$ cat src/hw/rtl/bba_pkg.sv
// Shared types and codes for the buddy block allocator.
// No dependencies; used by buddy_block_allocator.
package bba_pkg;

    localparam int LVL_W  = 5;   // level numbers 0..31
    localparam int ROW_W  = 32;  // free map bits per memory row
    localparam int BIT_W  = 5;   // bit select within a row
    localparam int TL_W   = 4;
    localparam int SIZE_W = 11;
    localparam int ADDR_W = 10;
    localparam int STAT_W = 2;

    typedef logic [LVL_W-1:0] lvl_t;

    localparam logic       REQ_ALLOC    = 1'b0;
    localparam logic       REQ_FREE     = 1'b1;
    localparam logic [1:0] STAT_OK      = 2'd0;
    localparam logic [1:0] STAT_NOSPACE = 2'd1;
    localparam logic [1:0] STAT_ZERO    = 2'd2;

    typedef struct packed {
        logic              req_type;
        logic [SIZE_W-1:0] request_size;
        logic [ADDR_W-1:0] block_address;
    } bba_req_t;

    typedef struct packed {
        logic [ADDR_W-1:0] granted_address;
        logic [STAT_W-1:0] status;
    } bba_rsp_t;

    typedef enum logic [3:0] {
        ST_CLEAR,
        ST_IDLE,
        ST_SCAN_START,
        ST_SCAN_RD,
        ST_SCAN_EV,
        ST_SPLIT_RD,
        ST_SPLIT_WR,
        ST_MERGE_RD,
        ST_MERGE_EV,
        ST_SET_RD,
        ST_SET_WR,
        ST_DONE
    } bba_state_t;

endpackage

$ cat src/hw/rtl/bba_ram.sv
// Generic simple dual-port RAM: one write port, one registered read port.
// No dependencies.
module bba_ram #(
    parameter int WIDTH = 32,
    parameter int DEPTH = 64,
    localparam int AW = (DEPTH > 1) ? $clog2(DEPTH) : 1
) (
    input  logic             clk,
    input  logic             we,
    input  logic [AW-1:0]    waddr,
    input  logic [WIDTH-1:0] wdata,
    input  logic [AW-1:0]    raddr,
    output logic [WIDTH-1:0] rdata
);

    logic [WIDTH-1:0] mem [DEPTH];
    logic [WIDTH-1:0] rdata_reg;

    always_ff @(posedge clk)
    begin
        if (we)
        begin
            mem[waddr] <= wdata;
        end
        rdata_reg <= mem[raddr];
    end

    assign rdata = rdata_reg;

endmodule

$ cat src/hw/rtl/buddy_block_allocator.sv
// Buddy block allocator top level: request sequencer, map index unit, free map.
// Depends on bba_pkg and bba_ram.
//
//  channel | signals                    | direction | carries
//  --------+----------------------------+-----------+---------------------------
//  req     | req_valid req_ready req    | in        | alloc/free transaction
//  rsp     | rsp_valid rsp_ready rsp    | out       | granted address + status
//  cfg     | cfg_valid cfg_ready cfg_data| in       | total_level write
//
// Every map access is a read state plus an evaluate/write state, set by the single
// read port of the free map RAM.
//   alloc: scans the 32-bit map rows from the requested level, stepping up a level
//          when none holds a free block, then splits down to the requested level
//   free : merges with free buddies level by level, at most up to the top level,
//          then sets the bit of the merged block
//   size zero / oversize: go straight to the final state.
// Reset and every cfg write start a clearing pass over all ROWS rows (64 at LEVELS=10)
//   that leaves only the whole-memory block free; req_ready is low meanwhile.
// cfg_ready is high only while idle; a pending cfg write holds off requests.
// A result waiting on rsp_ready holds the sequencer in its final state.
module buddy_block_allocator #(
    parameter int LEVELS = 10
) (
    input  logic             clk,
    input  logic             rst_n,
    input  logic             req_valid,
    output logic             req_ready,
    input  bba_pkg::bba_req_t req,
    output logic             rsp_valid,
    input  logic             rsp_ready,
    output bba_pkg::bba_rsp_t rsp,
    input  logic             cfg_valid,
    output logic             cfg_ready,
    input  logic [3:0]       cfg_data
);

    import bba_pkg::*;

    localparam int L        = LEVELS;
    localparam int MAP_SIZE = (2 << LEVELS) - 1;
    localparam int ROWS     = (MAP_SIZE + ROW_W - 1) / ROW_W;
    localparam int RW       = (ROWS > 1) ? $clog2(ROWS) : 1;
    localparam int IXW      = RW + BIT_W;           // flat map index width
    localparam logic [L-1:0] ONE_A = L'(1);

    // Flat map index of (level, address): level base + (address >> level).
    function automatic logic [IXW-1:0] map_idx(lvl_t lv, logic [L-1:0] ad);
        logic [31:0] base;
        logic [31:0] off;
        base = (32'd2 << L) - (32'd2 << (L - 32'(lv)));
        off  = 32'(ad) >> lv;
        return IXW'(base + off);
    endfunction

    // ------------------------------------------------------------------
    // State
    // ------------------------------------------------------------------
    bba_state_t           state_reg, state_next;
    logic [TL_W-1:0]      tl_reg, tl_next;
    logic [RW-1:0]        clr_row_reg, clr_row_next;
    lvl_t                 k_reg, k_next;
    lvl_t                 lvl_reg, lvl_next;     // also the split level
    logic [RW-1:0]        r_reg, r_next;         // scan row
    logic [L-1:0]         a_reg, a_next;         // block address
    logic [IXW-1:0]       tgt_reg, tgt_next;     // map bit being touched
    logic [ADDR_W-1:0]    res_addr_reg, res_addr_next;
    logic [STAT_W-1:0]    res_stat_reg, res_stat_next;
    logic                 rsp_valid_reg, rsp_valid_next;
    bba_rsp_t             rsp_reg, rsp_next;

    // ------------------------------------------------------------------
    // Free map RAM
    // ------------------------------------------------------------------
    logic                 ram_we;
    logic [RW-1:0]        ram_waddr;
    logic [ROW_W-1:0]     ram_wdata;
    logic [RW-1:0]        ram_raddr;
    logic [ROW_W-1:0]     ram_rdata;

    bba_ram #(
        .WIDTH (ROW_W),
        .DEPTH (ROWS)
    ) u_map (
        .clk   (clk),
        .we    (ram_we),
        .waddr (ram_waddr),
        .wdata (ram_wdata),
        .raddr (ram_raddr),
        .rdata (ram_rdata)
    );

    // ------------------------------------------------------------------
    // Shared index unit and helpers
    // ------------------------------------------------------------------
    lvl_t                 top;
    lvl_t                 ix_lvl;
    logic [L-1:0]         ix_addr;
    logic [IXW-1:0]       ix_idx;

    assign top = (32'(tl_reg) > L) ? LVL_W'(L) : LVL_W'(tl_reg);
    assign ix_idx = map_idx(ix_lvl, ix_addr);

    // request decode
    logic [SIZE_W-1:0]    size_m1;
    lvl_t                 req_k;
    logic [31:0]          addr32;
    logic [31:0]          free_addr32;

    always_comb
    begin
        size_m1 = req.request_size - SIZE_W'(1);
        req_k   = '0;
        for (int i = 0; i < SIZE_W; i++)
        begin
            if (size_m1[i])
            begin
                req_k = LVL_W'(i + 1);
            end
        end
    end

    assign addr32      = 32'(req.block_address);
    assign free_addr32 = addr32 & ((32'd1 << top) - 32'd1) & ~((32'd1 << req_k) - 32'd1);

    // scan window of the current level
    logic [IXW-1:0]       lo_idx, hi_idx;
    logic [ROW_W-1:0]     row_mask;
    logic [ROW_W-1:0]     row_hits;
    logic                 hit;
    logic [BIT_W-1:0]     hit_bit;
    logic [IXW-1:0]       hit_idx;
    logic [31:0]          hit_off;

    assign lo_idx = ix_idx;
    assign hi_idx = IXW'(32'(ix_idx) + (32'd1 << (top - lvl_reg)) - 32'd1);

    always_comb
    begin
        for (int b = 0; b < ROW_W; b++)
        begin
            row_mask[b] = ({r_reg, BIT_W'(b)} >= lo_idx) && ({r_reg, BIT_W'(b)} <= hi_idx);
        end
        row_hits = ram_rdata & row_mask;
        hit      = |row_hits;
        hit_bit  = '0;
        for (int b = ROW_W - 1; b >= 0; b--)
        begin
            if (row_hits[b])
            begin
                hit_bit = BIT_W'(b);
            end
        end
    end

    assign hit_idx = {r_reg, hit_bit};
    assign hit_off = (32'(hit_idx) - 32'(lo_idx)) << lvl_reg;

    logic [ROW_W-1:0]     tgt_onehot;
    logic                 tgt_is_free;
    logic [IXW-1:0]       top_idx;
    logic [31:0]          res_addr32;

    assign tgt_onehot  = ROW_W'(1) << tgt_reg[BIT_W-1:0];
    assign tgt_is_free = |(ram_rdata & tgt_onehot);
    assign top_idx     = ix_idx;
    assign res_addr32  = 32'(a_reg);

    // ------------------------------------------------------------------
    // Registers
    // ------------------------------------------------------------------
    always_ff @(posedge clk or negedge rst_n)
    begin
        if (!rst_n)
        begin
            state_reg     <= ST_CLEAR;
            tl_reg        <= TL_W'(10);
            clr_row_reg   <= '0;
            rsp_valid_reg <= 1'b0;
        end
        else
        begin
            state_reg     <= state_next;
            tl_reg        <= tl_next;
            clr_row_reg   <= clr_row_next;
            rsp_valid_reg <= rsp_valid_next;
        end
    end

    always_ff @(posedge clk)
    begin
        k_reg        <= k_next;
        lvl_reg      <= lvl_next;
        r_reg        <= r_next;
        a_reg        <= a_next;
        tgt_reg      <= tgt_next;
        res_addr_reg <= res_addr_next;
        res_stat_reg <= res_stat_next;
        rsp_reg      <= rsp_next;
    end

    // ------------------------------------------------------------------
    // Sequencer
    // ------------------------------------------------------------------
    always_comb
    begin
        state_next     = state_reg;
        tl_next        = tl_reg;
        clr_row_next   = clr_row_reg;
        k_next         = k_reg;
        lvl_next       = lvl_reg;
        r_next         = r_reg;
        a_next         = a_reg;
        tgt_next       = tgt_reg;
        res_addr_next  = res_addr_reg;
        res_stat_next  = res_stat_reg;
        rsp_valid_next = rsp_valid_reg;
        rsp_next       = rsp_reg;

        ix_lvl    = lvl_reg;
        ix_addr   = '0;
        ram_we    = 1'b0;
        ram_waddr = tgt_reg[IXW-1:BIT_W];
        ram_wdata = ram_rdata;
        ram_raddr = tgt_reg[IXW-1:BIT_W];
        req_ready = 1'b0;

        if (rsp_valid_reg && rsp_ready)
        begin
            rsp_valid_next = 1'b0;
        end

        unique case (state_reg)
            ST_CLEAR:
            begin
                // zero the map; the row holding the top block gets its bit
                ix_lvl    = top;
                ram_we    = 1'b1;
                ram_waddr = clr_row_reg;
                ram_wdata = (clr_row_reg == top_idx[IXW-1:BIT_W])
                          ? (ROW_W'(1) << top_idx[BIT_W-1:0]) : '0;
                clr_row_next = clr_row_reg + RW'(1);
                if (clr_row_reg == RW'(ROWS - 1))
                begin
                    clr_row_next = '0;
                    state_next   = ST_IDLE;
                end
            end

            ST_IDLE:
            begin
                // a pending cfg write takes precedence over a new request
                req_ready = !cfg_valid;
                if (req_valid && req_ready)
                begin
                    k_next        = req_k;
                    lvl_next      = req_k;
                    res_addr_next = '0;
                    res_stat_next = STAT_OK;
                    if (req.request_size == '0)
                    begin
                        res_stat_next = STAT_ZERO;
                        state_next    = ST_DONE;
                    end
                    else if (req_k > top)
                    begin
                        res_stat_next = STAT_NOSPACE;
                        state_next    = ST_DONE;
                    end
                    else if (req.req_type == REQ_ALLOC)
                    begin
                        state_next = ST_SCAN_START;
                    end
                    else
                    begin
                        a_next     = free_addr32[L-1:0];
                        state_next = ST_MERGE_RD;
                    end
                end
            end

            ST_SCAN_START:
            begin
                r_next     = ix_idx[IXW-1:BIT_W];
                state_next = ST_SCAN_RD;
            end

            ST_SCAN_RD:
            begin
                ram_raddr  = r_reg;
                state_next = ST_SCAN_EV;
            end

            ST_SCAN_EV:
            begin
                if (hit)
                begin
                    ram_we     = 1'b1;
                    ram_waddr  = r_reg;
                    ram_wdata  = ram_rdata & ~(ROW_W'(1) << hit_bit);
                    a_next     = hit_off[L-1:0];
                    state_next = ST_SPLIT_RD;
                end
                else if (r_reg == hi_idx[IXW-1:BIT_W])
                begin
                    if (lvl_reg == top)
                    begin
                        res_stat_next = STAT_NOSPACE;
                        state_next    = ST_DONE;
                    end
                    else
                    begin
                        lvl_next   = lvl_reg + LVL_W'(1);
                        state_next = ST_SCAN_START;
                    end
                end
                else
                begin
                    r_next     = r_reg + RW'(1);
                    state_next = ST_SCAN_RD;
                end
            end

            ST_SPLIT_RD:
            begin
                // mark the upper half free one level down
                ix_lvl  = lvl_reg - LVL_W'(1);
                ix_addr = a_reg + (ONE_A << (lvl_reg - LVL_W'(1)));
                if (lvl_reg == k_reg)
                begin
                    res_addr_next = res_addr32[ADDR_W-1:0];
                    state_next    = ST_DONE;
                end
                else
                begin
                    tgt_next   = ix_idx;
                    ram_raddr  = ix_idx[IXW-1:BIT_W];
                    state_next = ST_SPLIT_WR;
                end
            end

            ST_SPLIT_WR:
            begin
                ram_we     = 1'b1;
                ram_wdata  = ram_rdata | tgt_onehot;
                lvl_next   = lvl_reg - LVL_W'(1);
                state_next = ST_SPLIT_RD;
            end

            ST_MERGE_RD:
            begin
                ix_addr = a_reg ^ (ONE_A << lvl_reg);
                if (lvl_reg >= top)
                begin
                    state_next = ST_SET_RD;
                end
                else
                begin
                    tgt_next   = ix_idx;
                    ram_raddr  = ix_idx[IXW-1:BIT_W];
                    state_next = ST_MERGE_EV;
                end
            end

            ST_MERGE_EV:
            begin
                if (tgt_is_free)
                begin
                    ram_we     = 1'b1;
                    ram_wdata  = ram_rdata & ~tgt_onehot;
                    a_next     = a_reg & ~(ONE_A << lvl_reg);
                    lvl_next   = lvl_reg + LVL_W'(1);
                    state_next = ST_MERGE_RD;
                end
                else
                begin
                    state_next = ST_SET_RD;
                end
            end

            ST_SET_RD:
            begin
                ix_addr    = a_reg;
                tgt_next   = ix_idx;
                ram_raddr  = ix_idx[IXW-1:BIT_W];
                state_next = ST_SET_WR;
            end

            ST_SET_WR:
            begin
                ram_we     = 1'b1;
                ram_wdata  = ram_rdata | tgt_onehot;
                state_next = ST_DONE;
            end

            ST_DONE:
            begin
                if (!rsp_valid_reg || rsp_ready)
                begin
                    rsp_valid_next           = 1'b1;
                    rsp_next.granted_address = res_addr_reg;
                    rsp_next.status          = res_stat_reg;
                    state_next               = ST_IDLE;
                end
            end

            default:
            begin
                state_next = ST_CLEAR;
            end
        endcase

        // config write reinitializes the map
        if (cfg_valid && cfg_ready)
        begin
            tl_next      = cfg_data;
            clr_row_next = '0;
            state_next   = ST_CLEAR;
        end
    end

    assign cfg_ready = (state_reg == ST_IDLE);
    assign rsp_valid = rsp_valid_reg;
    assign rsp       = rsp_reg;

`ifndef SYNTHESIS
    // a result only appears from the final state
    a_rsp_from_done: assert property (@(posedge clk) disable iff (!rst_n)
        $rose(rsp_valid_reg) |-> $past(state_reg == ST_DONE))
        else $error("response raised outside final state");

    // merging never climbs above the top level
    a_merge_level: assert property (@(posedge clk) disable iff (!rst_n)
        (state_reg == ST_MERGE_EV) |-> (lvl_reg < top))
        else $error("merge above top level");

    // a config write always triggers the clearing pass
    a_cfg_clears: assert property (@(posedge clk) disable iff (!rst_n)
        (cfg_valid && cfg_ready) |=> (state_reg == ST_CLEAR && !req_ready))
        else $error("config write did not clear map");

    // split never goes below the requested level
    a_split_level: assert property (@(posedge clk) disable iff (!rst_n)
        (state_reg == ST_SPLIT_WR) |-> (lvl_reg > k_reg))
        else $error("split below requested level");
`endif

endmodule
$ cat config.mk
export PLATFORM = sky130hd
export DESIGN_NAME = buddy_block_allocator
export DESIGN_NICKNAME = d
export VERILOG_FILES = /design/src/hw/rtl/bba_pkg.sv /design/src/hw/rtl/bba_ram.sv /design/src/hw/rtl/buddy_block_allocator.sv
export SDC_FILE = /design/constraint.sdc
export NUM_CORES = 2
export LEC_CHECK = 0
export CAP_MARGIN = 10
export CORE_ASPECT_RATIO = 0.9
export CORE_MARGIN = 5
export CORE_UTILIZATION = 41
export CTS_CLUSTER_DIAMETER = 100
export DETAILED_ROUTE_END_ITERATION = 8
export DONT_BUFFER_PORTS = 1
export PLACE_DENSITY = 0.58
export SETUP_SLACK_MARGIN = 0.02
export SYNTH_ARGS = -nofsm -noshare
export SYNTH_HDL_FRONTEND = slang
export SYNTH_SLANG_ARGS = --single-unit
$ cat constraint.sdc
create_clock -name clk -period 12.83 [get_ports clk]
set_input_delay 1.9245 -clock clk [delete_from_list [all_inputs] [get_ports clk]]
set_output_delay 1.9245 -clock clk [all_outputs]
set_load 0.01 [all_outputs]
==> impl_metrics.csv <==
group,metric,value,unit
status,status,"finished, final reports clean",
logic_synthesis,ys_types,99,
critical_path,cpPeakStageDelay,0.54,ns
logic_synthesis,ys_seq_area_share,68.9,%
final_layout,layout_common_cells,"2108 x edfxtp_1, 1553 x nand2_1, 428 x nand3_1",
logic_synthesis,ys.warnings.count,0,
global_routing,grt_pass1_wl,441000,um
sta,maxSlewHeadroom,17.7,%
sta,final.min_clock_period,12.24,ns
floorplanning,die_y,463,um
sta,skew,0.122,ns
sta,fin_hold_ws,0.417,ns
critical_path,path_delay_family,"compound AO/OA/AOI/OAI gates",
hold_path,hold_path.startpoint,"res_addr_reg[7]",
final_layout,fin_nets,7695,
global_routing,antenna_found_initial,16,
floorplanning,start_util,41.1,%
hold_path,hold_path.class,"reg2reg",
logic_synthesis,syn_nets,7548,
critical_path,required,13.41,ns
sta,drv_slew,0,
critical_path,worstPathArrival,12.81,ns
critical_path,r2r_setup_slack,0.59,ns
final_layout,multi_input_area,0.0278,mm2
global_routing,grt_overflow_total,0,
route,finalWirelength,310000,um
floorplanning,design.die.area,0.237,mm2
critical_path,cp.depth,63,
final_layout,final_common_cell,"edfxtp_1",
clocking,root_buffer,"clkbuf_16",
logic_synthesis,synthCells,7422,
final_layout,largest_reg_flops,2048,
logic_synthesis,yosysTopAreaCellShare,67.9,%
clocking,clk_latency,0.90,ns
final_layout,regArea,0.0643,mm2
critical_path,crit_fanout,8,
sta,period_share,95.4,%
logic_synthesis,synth_area_leaders,"edfxtp_1 68%, nand2_1 6.3%, a311oi_1 3.6%, a211oi_1 2.7%, and2_1 2.4%",
critical_path,path_buf_inv,8,
sta,fin_tns_setup,0,ns
final_layout,fillCellCount,20000,
final_layout,areaGrowthSynthToFinish,15.3,%
critical_path,r2r_end,"a_reg[8]",
global_routing,grt_pass1_vias,60100,
route,avgViaCountPerCell,5.98,
logic_synthesis,yosysTopAreaCell,"edfxtp_1",
sta,fmax,81.7,MHz
global_routing,grt_usage,25.3,%
place,port_buffers,0,
hold_path,holdPathEnd,"rsp[9]",
sta,setup_viol,0,
place,dpl.hpwl,187000,um
clocking,cts_inserted_buffers,215,
sta,final_hold_viol_count,0,
clocking,clockBufferDepth,3,
clocking,cts_sinks,2155,
floorplanning,num_io_pins,46,
critical_path,reg2reg_depth,63,
logic_synthesis,yosys_most_used_dff,"edfxtp_1",
route,routedWlPerCell,28.8,um
global_routing,grt_max_degree,179,
route,num_vias,64400,
logic_synthesis,syn_area_per_cell,12.6,um2
logic_synthesis,synth_edf_count,2108,
route,antenna_left,0,
route,drc,0,
final_layout,drive_above_1_share,11.8,%
critical_path,crit_type,"reg2reg",
hold_path,worstHoldPathCells,0,
clocking,holdBufCountCts,0,
clocking,clk_pin_slew,0.07,ns
place,gp_congestion,0.957,
floorplanning,coreArea,0.227,mm2
clocking,htreeDepth,4,
route,dr.pass1.iters,6,
floorplanning,row_count,166,
floorplanning,die_w,513,um
job,cap_violations,0,
route,drt_iter0_drc,8537,
critical_path,cp_slowest_cell,"or4_4",
critical_path,rr_startpoint,"lvl_reg[1]",
logic_synthesis,ys_ff_latch,2155,
sta,max_slew.worst_pin.slew,1.23,ns
critical_path,endpoint_kind,"flop",
clocking,cts_tree,"built",
critical_path,cp-start-kind,"flop",
logic_synthesis,async_flop_share,0.696,%
logic_synthesis,syn_area,0.0933,mm2
-- final cells by class --
type | instances | share of cell area [%]
diodes | 6 | 0.0140
clock buffers | 272 | 5.22
clock inverters | 113 | 1.04
inverters | 93 | 0.336
multi-input cells | 4668 | 25.8
flip-flops and latches | 2155 | 59.8
well taps | 3024 | 3.52
repair buffers | 436 | 4.25
-- timing repair --
| item | CTS | global route |
|---|---|---|
| gates resized for setup | 0 | 65 |
| setup endpoints to repair | 0 | 1763 |
| setup buffers | 0 | 7 |
-- routing by layer --
| metal | track usage [%] | vias to the layer above | wire, um |
|---|---|---|---|
| met2 | 38.3 | 2882 | 138000 |
| met3 | 4.41 | 492 | 26400 |
| met1 | 36.9 | 32500 | 134000 |
| met4 | 8.69 | 4 | 11900 |
| li1 | - | 28400 | - |
| met5 | 0 | - | 23 |
-- kinds of logic (layout without fill, tap and decap cells) --
group,count (synthesis),after routing,share of synthesized area (%)
simple gates,2950,2950,14.3
flops,2155,2155,68.9
compound gates,1489,1489,11.5
buf+inv,599,914,2.48
fa+ha+maj,95,95,1.31
mux,72,72,0.811
xor+xnor,62,62,0.602
other cells,0,6,0
-- worst max path at each step --
stage,start,to,slack (ns)
after floorplan,lvl_reg[1],a_reg[8],0.09
after global placement,lvl_reg[1],a_reg[8],0.04
after detailed placement,lvl_reg[1],a_reg[8],0.14
after CTS,lvl_reg[1],a_reg[8],0.05
after global routing,lvl_reg[1],a_reg[8],-0.06
final,lvl_reg[1],a_reg[8],0.59
-- synthesized netlist by cell type (all sizes together), types with 12 or more instances --
| cell | count |
|---|---|
| a211oi | 342 |
| a21o | 49 |
| a21oi | 134 |
| a22oi | 39 |
| a311oi | 383 |
| a31oi | 33 |
| a32oi | 38 |
| and2 | 355 |
| and3 | 25 |
| buf | 57 |
| clkbuf | 449 |
| dfrtp | 13 |
| dfxtp | 32 |
| edfxtp | 2108 |
| ha | 91 |
| inv | 88 |
| mux2i | 64 |
| nand2 | 1561 |
| nand2b | 23 |
| nand3 | 430 |
| nand4 | 81 |
| nor2 | 279 |
| nor2b | 18 |
| nor3 | 95 |
| nor3b | 13 |
| nor4 | 12 |
| o211ai | 29 |
| o21a | 12 |
| o21ai | 297 |
| o22ai | 12 |
| o31ai | 13 |
| xnor2 | 44 |
| xor2 | 18 |
-- worst reg2reg max path: cells and delay by family, from the launching register on --
kind            cells  cell delay, ns
buf+inv             8            0.96
xor+xnor            5            0.80
mux                 2            0.62
compound gates     29            5.28
fa+ha+maj           8            2.04
flops               1            0.43
simple gates       11            1.89
-- through the flow --
step	util, %	std cells	cell area (um2)	setup WS, ns
after floorplan	-	7422	93300	0.0900
after global placement	44.3	10400	101000	0.0438
after detailed placement	44.3	10400	101000	0.138
after CTS	47.3	10800	107000	0.0518
after global routing	47.4	10800	108000	-0.0597
final	47.4	10800	108000	0.594
Power is left out: the tool's default activity adds up to more than one toggle a clock period on the data nets, which glitch-free logic cannot reach.
